`src/stp_pkg.sv`:
```
// Types and constants of the sorted timeout timer pool
`default_nettype none
package stp_pkg;

  localparam int POOL_SIZE_DEF = 16;
  localparam int TAG_WIDTH_DEF = 16;
  localparam int MAX_RESULTS   = 16;
  localparam int CNT_W         = $clog2(MAX_RESULTS + 1);
  localparam int SLOT_W        = 4;
  localparam int OUT_TAG_W     = 16;
  localparam logic [31:0] NEVER = 32'hFFFF_FFFF;

  typedef enum logic [2:0] {
    OP_TICK  = 3'd0,
    OP_ALLOC = 3'd1,
    OP_FREE  = 3'd2,
    OP_CB    = 3'd3,
    OP_ARM   = 3'd4
  } op_t;

  typedef enum logic [1:0] {
    ST_OK     = 2'd0,
    ST_NOFREE = 2'd1,
    ST_WRONG  = 2'd2
  } status_t;

  typedef enum logic [1:0] {
    SS_FREE  = 2'd0,
    SS_ALLOC = 2'd1,
    SS_PEND  = 2'd2
  } sstate_t;

  typedef enum logic [3:0] {
    S_IDLE, S_EXEC, S_RESP, S_SCAN, S_TCHK, S_TPOP, S_THDL, S_TEMIT,
    S_ALINK, S_AWALK, S_ACMP, S_AINS
  } fsm_t;

endpackage
`default_nettype wire

```
`src/stp_ifs.sv`:
```
// Request and result channel interfaces of the timer pool
`default_nettype none
interface stp_in_if;
  logic        valid;
  logic        ready;
  logic [2:0]  operation;
  logic [3:0]  slot;
  logic [31:0] delay;
  logic [15:0] callback_tag;
  modport source (output valid, operation, slot, delay, callback_tag, input ready);
  modport sink (input valid, operation, slot, delay, callback_tag, output ready);
endinterface

interface stp_out_if;
  logic        valid;
  logic        ready;
  logic [1:0]  status;
  logic [3:0]  result_slot;
  logic        expired;
  logic [15:0] expired_tag;
  logic        last;
  modport source (output valid, status, result_slot, expired, expired_tag, last,
                  input ready);
  modport sink (input valid, status, result_slot, expired, expired_tag, last,
                output ready);
endinterface
`default_nettype wire

```
`src/sorted_timeout_timer_pool_top.sv`:
```
// Tick: pops and reports each due timer in deadline order, up to 16 per tick, else one plain
// result when nothing is due.
// Allocate: scans slots 0 to min(POOL_SIZE, 16) - 1, one slot scanned per cycle.
// Arm: inserts at the head, else walks the list comparing entries, appending at the tail when latest.
// Free, set callback, unknown codes: answered directly. One transaction in flight at a time.
// Reset: synchronous, active low; all slots free, list empty, counter zero.
`default_nettype none
module sorted_timeout_timer_pool_top #(
  parameter int POOL_SIZE = stp_pkg::POOL_SIZE_DEF,
  parameter int TAG_WIDTH = stp_pkg::TAG_WIDTH_DEF
) (
  input  wire logic  clk,
  input  wire logic  rst_n,
  stp_in_if.sink     in_ch,
  stp_out_if.source  out_ch
);

  localparam int SW = $clog2(POOL_SIZE);
  localparam int LW = $clog2(POOL_SIZE + 1);
  localparam int ALLOC_N = (POOL_SIZE < 16) ? POOL_SIZE : 16;
  localparam logic [SW-1:0] ALLOC_LAST = SW'(ALLOC_N - 1);

  stp_pkg::fsm_t    fsm_r, fsm_nxt;
  stp_pkg::op_t     op_r, op_nxt;
  logic [3:0]       slot_r, slot_nxt;
  logic [31:0]      delay_r, delay_nxt;
  logic [15:0]      tagin_r, tagin_nxt;
  logic [31:0]      tick_r, tick_nxt;
  logic [31:0]      earliest_r, earliest_nxt;
  logic [SW-1:0]    head_r, head_nxt;
  logic             empty_r, empty_nxt;
  logic [LW-1:0]    len_r, len_nxt;
  logic [31:0]      d_r, d_nxt;
  logic [SW-1:0]    prev_r, prev_nxt;
  logic [SW-1:0]    cur_r, cur_nxt;
  logic [LW-1:0]    i_r, i_nxt;
  logic [stp_pkg::CNT_W-1:0] n_r, n_nxt;
  logic [SW-1:0]    scan_r, scan_nxt;
  logic [SW-1:0]    ps_r, ps_nxt;
  logic [TAG_WIDTH-1:0] ptag_r, ptag_nxt;
  stp_pkg::status_t res_status_r, res_status_nxt;
  logic [3:0]       res_slot_r, res_slot_nxt;
  stp_pkg::sstate_t ss_r [POOL_SIZE];

  logic             out_valid_r;
  stp_pkg::status_t out_status_r;
  logic [3:0]       out_slot_r;
  logic             out_exp_r;
  logic [15:0]      out_tag_r;
  logic             out_last_r;

  logic [31:0]          dl_mem [POOL_SIZE];
  logic [SW-1:0]        nx_mem [POOL_SIZE];
  logic [TAG_WIDTH-1:0] tg_mem [POOL_SIZE];
  logic [31:0]          dl_q;
  logic [SW-1:0]        nx_q;
  logic [TAG_WIDTH-1:0] tg_q;

  logic [SW-1:0]    rd_addr;
  logic             dl_we, nx_we, tg_we, ss_we;
  logic [SW-1:0]    nx_wa, ss_wa;
  logic [SW-1:0]    nx_wd;
  stp_pkg::sstate_t ss_wd;

  logic             emit, ofree, more;
  stp_pkg::status_t e_status;
  logic [3:0]       e_slot;
  logic             e_exp, e_last;
  logic [15:0]      e_tag;

  logic [SW-1:0]    sidx;
  logic             slot_ok;
  logic [32:0]      arm_sum;

  assign sidx    = SW'(slot_r);
  assign slot_ok = {3'b000, slot_r} < 7'(POOL_SIZE);
  assign arm_sum = {1'b0, tick_r} + {1'b0, delay_r};
  assign ofree   = !out_valid_r || out_ch.ready;
  assign more    = !empty_r && (n_r < stp_pkg::CNT_W'(stp_pkg::MAX_RESULTS)) &&
                   (earliest_r <= tick_r);

  always_comb begin
    fsm_nxt = fsm_r;
    op_nxt = op_r;
    slot_nxt = slot_r;
    delay_nxt = delay_r;
    tagin_nxt = tagin_r;
    tick_nxt = tick_r;
    earliest_nxt = earliest_r;
    head_nxt = head_r;
    empty_nxt = empty_r;
    len_nxt = len_r;
    d_nxt = d_r;
    prev_nxt = prev_r;
    cur_nxt = cur_r;
    i_nxt = i_r;
    n_nxt = n_r;
    scan_nxt = scan_r;
    ps_nxt = ps_r;
    ptag_nxt = ptag_r;
    res_status_nxt = res_status_r;
    res_slot_nxt = res_slot_r;
    rd_addr = head_r;
    dl_we = 1'b0;
    nx_we = 1'b0;
    nx_wa = sidx;
    nx_wd = head_r;
    tg_we = 1'b0;
    ss_we = 1'b0;
    ss_wa = sidx;
    ss_wd = stp_pkg::SS_ALLOC;
    emit = 1'b0;
    e_status = stp_pkg::ST_OK;
    e_slot = 4'd0;
    e_exp = 1'b0;
    e_tag = 16'd0;
    e_last = 1'b1;
    in_ch.ready = 1'b0;
    case (fsm_r)
      stp_pkg::S_IDLE: begin
        in_ch.ready = 1'b1;
        if (in_ch.valid) begin
          op_nxt = stp_pkg::op_t'(in_ch.operation);
          slot_nxt = in_ch.slot;
          delay_nxt = in_ch.delay;
          tagin_nxt = in_ch.callback_tag;
          fsm_nxt = stp_pkg::S_EXEC;
        end
      end
      stp_pkg::S_EXEC: begin
        res_status_nxt = stp_pkg::ST_OK;
        res_slot_nxt = 4'd0;
        fsm_nxt = stp_pkg::S_RESP;
        case (op_r)
          stp_pkg::OP_TICK: begin
            if (tick_r != stp_pkg::NEVER) tick_nxt = tick_r + 32'd1;
            n_nxt = '0;
            fsm_nxt = stp_pkg::S_TCHK;
          end
          stp_pkg::OP_ALLOC: begin
            scan_nxt = '0;
            fsm_nxt = stp_pkg::S_SCAN;
          end
          stp_pkg::OP_FREE: begin
            if (!slot_ok || ss_r[sidx] == stp_pkg::SS_PEND) begin
              res_status_nxt = stp_pkg::ST_WRONG;
            end else begin
              ss_we = 1'b1;
              ss_wd = stp_pkg::SS_FREE;
            end
          end
          stp_pkg::OP_CB: begin
            if (!slot_ok) res_status_nxt = stp_pkg::ST_WRONG;
            else tg_we = 1'b1;
          end
          stp_pkg::OP_ARM: begin
            if (!slot_ok || ss_r[sidx] != stp_pkg::SS_ALLOC) begin
              res_status_nxt = stp_pkg::ST_WRONG;
            end else begin
              d_nxt = arm_sum[32] ? stp_pkg::NEVER : arm_sum[31:0];
              fsm_nxt = stp_pkg::S_ALINK;
            end
          end
          default: ;
        endcase
      end
      stp_pkg::S_RESP: begin
        emit = 1'b1;
        e_status = res_status_r;
        e_slot = res_slot_r;
        if (ofree) fsm_nxt = stp_pkg::S_IDLE;
      end
      stp_pkg::S_SCAN: begin
        if (ss_r[scan_r] == stp_pkg::SS_FREE) begin
          ss_we = 1'b1;
          ss_wa = scan_r;
          res_status_nxt = stp_pkg::ST_OK;
          res_slot_nxt = 4'(scan_r);
          fsm_nxt = stp_pkg::S_RESP;
        end else if (scan_r == ALLOC_LAST) begin
          res_status_nxt = stp_pkg::ST_NOFREE;
          res_slot_nxt = 4'd0;
          fsm_nxt = stp_pkg::S_RESP;
        end else begin
          scan_nxt = scan_r + SW'(1);
        end
      end
      stp_pkg::S_TCHK: begin
        if (!empty_r && earliest_r <= tick_r) fsm_nxt = stp_pkg::S_TPOP;
        else fsm_nxt = stp_pkg::S_RESP;
      end
      stp_pkg::S_TPOP: begin
        ss_we = 1'b1;
        ss_wa = head_r;
        ps_nxt = head_r;
        ptag_nxt = tg_q;
        n_nxt = n_r + stp_pkg::CNT_W'(1);
        len_nxt = len_r - LW'(1);
        if (len_r == LW'(1)) begin
          empty_nxt = 1'b1;
          head_nxt = '0;
          earliest_nxt = stp_pkg::NEVER;
          fsm_nxt = stp_pkg::S_TEMIT;
        end else begin
          head_nxt = nx_q;
          rd_addr = nx_q;
          fsm_nxt = stp_pkg::S_THDL;
        end
      end
      stp_pkg::S_THDL: begin
        earliest_nxt = dl_q;
        fsm_nxt = stp_pkg::S_TEMIT;
      end
      stp_pkg::S_TEMIT: begin
        emit = 1'b1;
        e_slot = 4'(ps_r);
        e_exp = 1'b1;
        e_tag = 16'(ptag_r);
        e_last = !more;
        if (ofree) fsm_nxt = more ? stp_pkg::S_TPOP : stp_pkg::S_IDLE;
      end
      stp_pkg::S_ALINK: begin
        ss_we = 1'b1;
        ss_wd = stp_pkg::SS_PEND;
        dl_we = 1'b1;
        if (empty_r) begin
          head_nxt = sidx;
          len_nxt = LW'(1);
          empty_nxt = 1'b0;
          earliest_nxt = d_r;
          fsm_nxt = stp_pkg::S_RESP;
        end else if (d_r <= earliest_r) begin
          nx_we = 1'b1;
          head_nxt = sidx;
          len_nxt = len_r + LW'(1);
          earliest_nxt = d_r;
          fsm_nxt = stp_pkg::S_RESP;
        end else begin
          prev_nxt = head_r;
          i_nxt = LW'(1);
          fsm_nxt = stp_pkg::S_AWALK;
        end
      end
      stp_pkg::S_AWALK: begin
        if (i_r < len_r) begin
          cur_nxt = nx_q;
          rd_addr = nx_q;
          fsm_nxt = stp_pkg::S_ACMP;
        end else begin
          nx_we = 1'b1;
          nx_wd = nx_q;
          fsm_nxt = stp_pkg::S_AINS;
        end
      end
      stp_pkg::S_ACMP: begin
        if (d_r <= dl_q) begin
          nx_we = 1'b1;
          nx_wd = cur_r;
          fsm_nxt = stp_pkg::S_AINS;
        end else begin
          prev_nxt = cur_r;
          i_nxt = i_r + LW'(1);
          rd_addr = cur_r;
          fsm_nxt = stp_pkg::S_AWALK;
        end
      end
      stp_pkg::S_AINS: begin
        nx_we = 1'b1;
        nx_wa = prev_r;
        nx_wd = sidx;
        len_nxt = len_r + LW'(1);
        fsm_nxt = stp_pkg::S_RESP;
      end
      default: fsm_nxt = stp_pkg::S_IDLE;
    endcase
  end

  always_ff @(posedge clk) begin
    if (!rst_n) begin
      fsm_r <= stp_pkg::S_IDLE;
      tick_r <= '0;
      earliest_r <= stp_pkg::NEVER;
      head_r <= '0;
      empty_r <= 1'b1;
      len_r <= '0;
      for (int k = 0; k < POOL_SIZE; k++) ss_r[k] <= stp_pkg::SS_FREE;
    end else begin
      fsm_r <= fsm_nxt;
      tick_r <= tick_nxt;
      earliest_r <= earliest_nxt;
      head_r <= head_nxt;
      empty_r <= empty_nxt;
      len_r <= len_nxt;
      if (ss_we) ss_r[ss_wa] <= ss_wd;
    end
  end

  always_ff @(posedge clk) begin
    op_r <= op_nxt;
    slot_r <= slot_nxt;
    delay_r <= delay_nxt;
    tagin_r <= tagin_nxt;
    d_r <= d_nxt;
    prev_r <= prev_nxt;
    cur_r <= cur_nxt;
    i_r <= i_nxt;
    n_r <= n_nxt;
    scan_r <= scan_nxt;
    ps_r <= ps_nxt;
    ptag_r <= ptag_nxt;
    res_status_r <= res_status_nxt;
    res_slot_r <= res_slot_nxt;
  end

  always_ff @(posedge clk) begin
    if (dl_we) dl_mem[sidx] <= d_r;
    dl_q <= dl_mem[rd_addr];
  end

  always_ff @(posedge clk) begin
    if (nx_we) nx_mem[nx_wa] <= nx_wd;
    nx_q <= nx_mem[rd_addr];
  end

  always_ff @(posedge clk) begin
    if (tg_we) tg_mem[sidx] <= TAG_WIDTH'(tagin_r);
    tg_q <= tg_mem[rd_addr];
  end

  always_ff @(posedge clk) begin
    if (!rst_n) begin
      out_valid_r <= 1'b0;
    end else if (emit && ofree) begin
      out_valid_r <= 1'b1;
    end else if (out_ch.ready) begin
      out_valid_r <= 1'b0;
    end
  end

  always_ff @(posedge clk) begin
    if (emit && ofree) begin
      out_status_r <= e_status;
      out_slot_r <= e_slot;
      out_exp_r <= e_exp;
      out_tag_r <= e_tag;
      out_last_r <= e_last;
    end
  end

  assign out_ch.valid = out_valid_r;
  assign out_ch.status = out_status_r;
  assign out_ch.result_slot = out_slot_r;
  assign out_ch.expired = out_exp_r;
  assign out_ch.expired_tag = out_tag_r;
  assign out_ch.last = out_last_r;

endmodule
`default_nettype wire

```
`src/flat_wrapper.sv`:
```
// flat-port wrapper written by rule: the top's interface ports become plain ports
module sorted_timeout_timer_pool_top_flat 
#(
  parameter int POOL_SIZE = stp_pkg::POOL_SIZE_DEF,
  parameter int TAG_WIDTH = stp_pkg::TAG_WIDTH_DEF
)
  (clk, rst_n, in_ch_valid, in_ch_operation, in_ch_slot, in_ch_delay, in_ch_callback_tag, in_ch_ready, out_ch_valid, out_ch_status, out_ch_result_slot, out_ch_expired, out_ch_expired_tag, out_ch_last, out_ch_ready);
  stp_in_if in_ch_i ();
  stp_out_if out_ch_i ();
  input  wire logic clk;
  input  wire logic rst_n;
  input wire logic [$bits(in_ch_i.valid)-1:0] in_ch_valid;
  input wire logic [$bits(in_ch_i.operation)-1:0] in_ch_operation;
  input wire logic [$bits(in_ch_i.slot)-1:0] in_ch_slot;
  input wire logic [$bits(in_ch_i.delay)-1:0] in_ch_delay;
  input wire logic [$bits(in_ch_i.callback_tag)-1:0] in_ch_callback_tag;
  output wire logic [$bits(in_ch_i.ready)-1:0] in_ch_ready;
  output wire logic [$bits(out_ch_i.valid)-1:0] out_ch_valid;
  output wire logic [$bits(out_ch_i.status)-1:0] out_ch_status;
  output wire logic [$bits(out_ch_i.result_slot)-1:0] out_ch_result_slot;
  output wire logic [$bits(out_ch_i.expired)-1:0] out_ch_expired;
  output wire logic [$bits(out_ch_i.expired_tag)-1:0] out_ch_expired_tag;
  output wire logic [$bits(out_ch_i.last)-1:0] out_ch_last;
  input wire logic [$bits(out_ch_i.ready)-1:0] out_ch_ready;
  assign in_ch_i.valid = in_ch_valid;
  assign in_ch_i.operation = in_ch_operation;
  assign in_ch_i.slot = in_ch_slot;
  assign in_ch_i.delay = in_ch_delay;
  assign in_ch_i.callback_tag = in_ch_callback_tag;
  assign in_ch_ready = in_ch_i.ready;
  assign out_ch_valid = out_ch_i.valid;
  assign out_ch_status = out_ch_i.status;
  assign out_ch_result_slot = out_ch_i.result_slot;
  assign out_ch_expired = out_ch_i.expired;
  assign out_ch_expired_tag = out_ch_i.expired_tag;
  assign out_ch_last = out_ch_i.last;
  assign out_ch_i.ready = out_ch_ready;
  sorted_timeout_timer_pool_top #(.POOL_SIZE(POOL_SIZE), .TAG_WIDTH(TAG_WIDTH)) u_core (.clk(clk), .rst_n(rst_n), .in_ch(in_ch_i), .out_ch(out_ch_i));
endmodule
```
`config.mk`:
```
export PLATFORM = sky130hd
export DESIGN_NAME = sorted_timeout_timer_pool_top_flat
export DESIGN_NICKNAME = d
export VERILOG_FILES = /design/src/stp_pkg.sv /design/src/stp_ifs.sv /design/src/sorted_timeout_timer_pool_top.sv /design/src/flat_wrapper.sv
export SDC_FILE = /design/constraint.sdc
export NUM_CORES = 2
export LEC_CHECK = 0
export ABC_AREA = 1
export BUFFER_PORTS_ARGS = -buffer_cell sky130_fd_sc_hd__clkbuf_2
export CAP_MARGIN = 20
export CORE_MARGIN = 2
export CORE_UTILIZATION = 45
export DETAILED_ROUTE_END_ITERATION = 10
export GPL_ROUTABILITY_DRIVEN = 0
export SETUP_SLACK_MARGIN = 0.3
export SYNTH_ARGS = -nofsm -noshare
export SYNTH_HDL_FRONTEND = slang
export SYNTH_SLANG_ARGS = --single-unit
```
`constraint.sdc`:
```
create_clock -name clk -period 6.5 [get_ports clk]
set_input_delay 0.325 -clock clk [delete_from_list [all_inputs] [get_ports clk]]
set_output_delay 0.325 -clock clk [all_outputs]
set_load 0.05 [all_outputs]
```
==> impl_results.md <==
* Dominant cell type by area after synthesis: edfxtp_1
* Growth of design area from synthesis to finish at 12.21%
* Top Usage Layer GRT: met2
* Worst endpoint data arrival time at 5.33 ns
* Num ports at 85
* Global route total overflow at 0
* Worst Setup Path Type: reg2reg
* Smallest setup slack after layout at 1.845 ns
* Endpoint of the lowest-slack register-to-register path: u_core.dl_q[24]
* H-tree lvl count at 3
* Hold Crit Start: rst_n
* Maximum fanout along the worst path at 62
* Max-cap violations at 0
* # setup viols final at 0
* Final #Nets at 5681
* Number of hold-slack violations in the final timing report at 0
* Core box area at 118200 µm²
* Worst Tran Pin Value at 1.346 ns
* Area share of the largest cell type after synthesis at 57.19%
* Endpoint type of the worst setup path: flop
* Maximum number of pins on one net before global-route repair at 213
* Number of flops mapped to enable cells by yosys at 1023
* Number of placed instances with taps included at 6835
* Peak ir drop on the vdd network at 0.2310 mV
* Initial antenna violation count at 0
* Data required time of the worst path at 7.17 ns
* Count of inserted antenna diode cells at 0
* Sum of negative setup slack at 0 ns
* Sequential fraction of the synthesis area at 62.37%
* Number of stages on the worst hold path at 3
* Leakage power summed over all cells at 0.02517 µW
* Number of clock buffers inserted by TritonCTS at 121
* Number of standard cells after synthesis at 5412
* DRC violations left at 0
* Reg-to-reg critical path startpoint: u_core.d_r[27]
* Count of cells along the worst register-to-register path at 17
* Starting density of the core at 45.43%
* End-of-flow core utilization at 50.98%
* Clk buf depth at 3
* Average routed wire per standard cell at 20.12 µm
* Cell at the root of the clock tree: clkbuf_16
* Number of buffers inserted by post-CTS setup repair at 0
* Number of global-route vias before repair at 36220
* Count of state elements after synthesis at 1162
* First-pass GRT wire length at 219200 µm
* Placed wire-length estimate after detailed placement at 80580 µm
* First drt pass iteration count at 5
* Result of the run: finished clean
* Fillers at 10570
* Clock latency on the worst-skew pair at 0.75 ns
* Proportion of layout cells with a drive suffix above 1 at 7.710%
* End of the worst hold path: u_core.empty_r
* Instance area at placement at 55680 µm²
* Setup slack on the worst flop-to-flop path at 1.85 ns
* PD cells at 272.8 nW/µm²
* Setup repair after global routing missed its margin: false
* Total of buffers placed on input and output ports at 84
* Iteration-0 DRC Markers at 3578
* Number of clock sinks at 1162
* Highest clock rate at 214.8 MHz
* Met2 track demand over resource at 38.31%
* Ratio of final minimum period to clock period at 71.61%
* Warnings, synthesis at 0
* Chip height at 349.5 µm
* Cell types with the largest area share after synthesis: edfxtp_1, nand3_1, nand2_1, inv_1, dfxtp_1
* Horizontal extent of the die at 349.5 µm
* Die area at 122200 µm²
* Asr flop ratio synth at 0%
* Top flip-flop cell by instance count after synthesis: edfxtp_1
* Worst setup timing slack at the placement stage at 1.938 ns
* Commonest cells post-synth: nand2_1, nand3_1, edfxtp_1, inv_1, nor2_1
* Post-Synthesis Net Count at 5611
* Netlist Area Pre-Place at 53720 µm²
* CTS tree: done
* Final worst path period need at 4.655 ns
* Worst rel slew slack at 10.28%
* Clock slew at reported path FFs at 0.06 ns
* Hold WC Path Type: in2reg
* Routed vias/inst at 5.412
* Most repeated cell in the gate-level netlist after synthesis: nand2_1
* Max Clock Skew at 0.02573 ns
* Final design instance area without fill at 60280 µm²
* Std cell rows at 126
* Global-route usage over all layers at 23.37%
* Global-route met1 utilization at 32.48%
* Vias at 38560
* Critical path startpoint category: flop
* Number of slew-limit violations in the final report at 0
* Met3 routing resource usage after global routing at 3.312%
* Synthesized area per cell at 9.926 µm²
* Final WL at 143400 µm
* Post-route non-filler standard cell count at 7126
* Final antenna-violating net count at 0
* Distinct cell type count of the synthesized netlist at 55
-- kinds of logic after synthesis --
| family | after synthesis | synth area share [%] |
|---|---|---|
| buffers and inverters | 1079 | 8.187 |
| flip-flops | 1162 | 62.37 |
| AO/OA/AOI/OAI | 398 | 4.379 |
| XOR/XNOR | 36 | 0.5870 |
| adder cells (fa/ha/maj) | 140 | 3.275 |
| multiplexers | 1 | 0.01863 |
| AND/OR/NAND/NOR | 2596 | 21.19 |
-- critical path: stages (launching register included) --
cell and delay, ns:
edfxtp_1 0.84, ha_1 0.38, a21oi_1 0.16, o21ai_0 0.15
nand2_1 0.09, nand2_1 0.06, nor2_1 0.28, nand2_2 0.15
nand2_4 0.12, nand2_4 0.09, nand3_2 0.11, inv_2 0.05
o21ai_4 0.80, inv_4 0.51, buf_12 0.38, nand3_1 0.15
nand3_1 0.08, nand2_1 0.10
-- area by class of cell --
| type | instances | area [µm²] | share of cell area, % |
|---|---|---|---|
| Clock buffer | 158 | 3298 | 5.471 |
| Clock inverter | 73 | 664.4 | 1.102 |
| Inverter | 815 | 3064 | 5.083 |
| Multi-Input combinational cell | 3171 | 16100 | 26.70 |
| Sequential cell | 1162 | 33500 | 55.58 |
| Tap cell | 1536 | 1922 | 3.188 |
| Timing Repair Buffer | 211 | 1732 | 2.873 |
-- state kept, by name (all words and copies together), names as in the netlist, 16 cells and up, named ones only --
name,count
u_core.dl_mem,512
u_core.tg_mem,256
u_core.nx_mem,64
u_core.d_r,32
u_core.delay_r,32
u_core.dl_q,32
u_core.earliest_r,32
u_core.ss_r,32
u_core.tick_r,32
u_core.out_ch.expired_tag,16
u_core.ptag_r,16
u_core.tagin_r,16
u_core.tg_q,16
-- routing by layer --
metal | vias up | part of all wire [%] | wire [µm]
met5 | - | 0 | 0
met3 | 241 | 6.6 | 9483
li1 | 18430 | - | -
met1 | 18570 | 44 | 62400
met4 | 0 | 2.6 | 3717
met2 | 1316 | 47 | 67750
-- through the flow --
stage | hold WS (ns) | power [µW]
6_report | 0.2520 | 16450
5_1_grt | 0.2538 | 16980
4_1_cts | 0.1886 | 16550
3_5_place_dp | 0.3887 | 9688
3_3_place_gp | 0.3875 | 9670
2_1_floorplan | 0.3855 | 9289
-- what timing repair did --
action,in CTS,in global routing
endpoints found under the hold margin,61,0
gates resized for setup,0,0
hold buffers,57,0
-- power breakdown --
group	switching (µW)	total (µW)	internal (µW)
sequential	183	8480	8300
combinational	762	1090	324
clock	2980	6880	3900
total	3920	16400	12500
-- cells in the final DEF (no fill, tap or decap), types with 12 or more instances in the layout --
cell	n
nand2_1	1164
nand3_1	1061
edfxtp_1	1023
inv_1	796
nor2_1	224
a21oi_1	143
ha_1	139
dfxtp_1	139
clkbuf_16	122
o21ai_0	100
clkbuf_2	84
dlygate4sd3_1	57
buf_4	53
o211ai_1	47
a211oi_1	40
nand4_1	36
clkinv_2	28
xor2_1	27
nor3_1	25
clkbuf_1	25
clkinv_1	24
nor2_2	23
nor2_4	21
buf_12	15
inv_2	14
o21ai_1	12
-- how the worst max path moves through the flow --
stage	startpoint	end	slack, ns	cells after the start
2_1_floorplan	flop	u_core.d_r[0]	1.70	8
3_3_place_gp	u_core.d_r[19]	u_core.dl_q[1]	1.93	17
3_5_place_dp	u_core.d_r[27]	u_core.dl_q[1]	1.94	17
4_1_cts	u_core.d_r[27]	u_core.dl_q[5]	1.89	17
5_1_grt	u_core.d_r[27]	u_core.dl_q[21]	1.51	17
6_report	u_core.d_r[27]	u_core.dl_q[24]	1.85	17
Note: power is estimated with default switching activity, not from simulation.
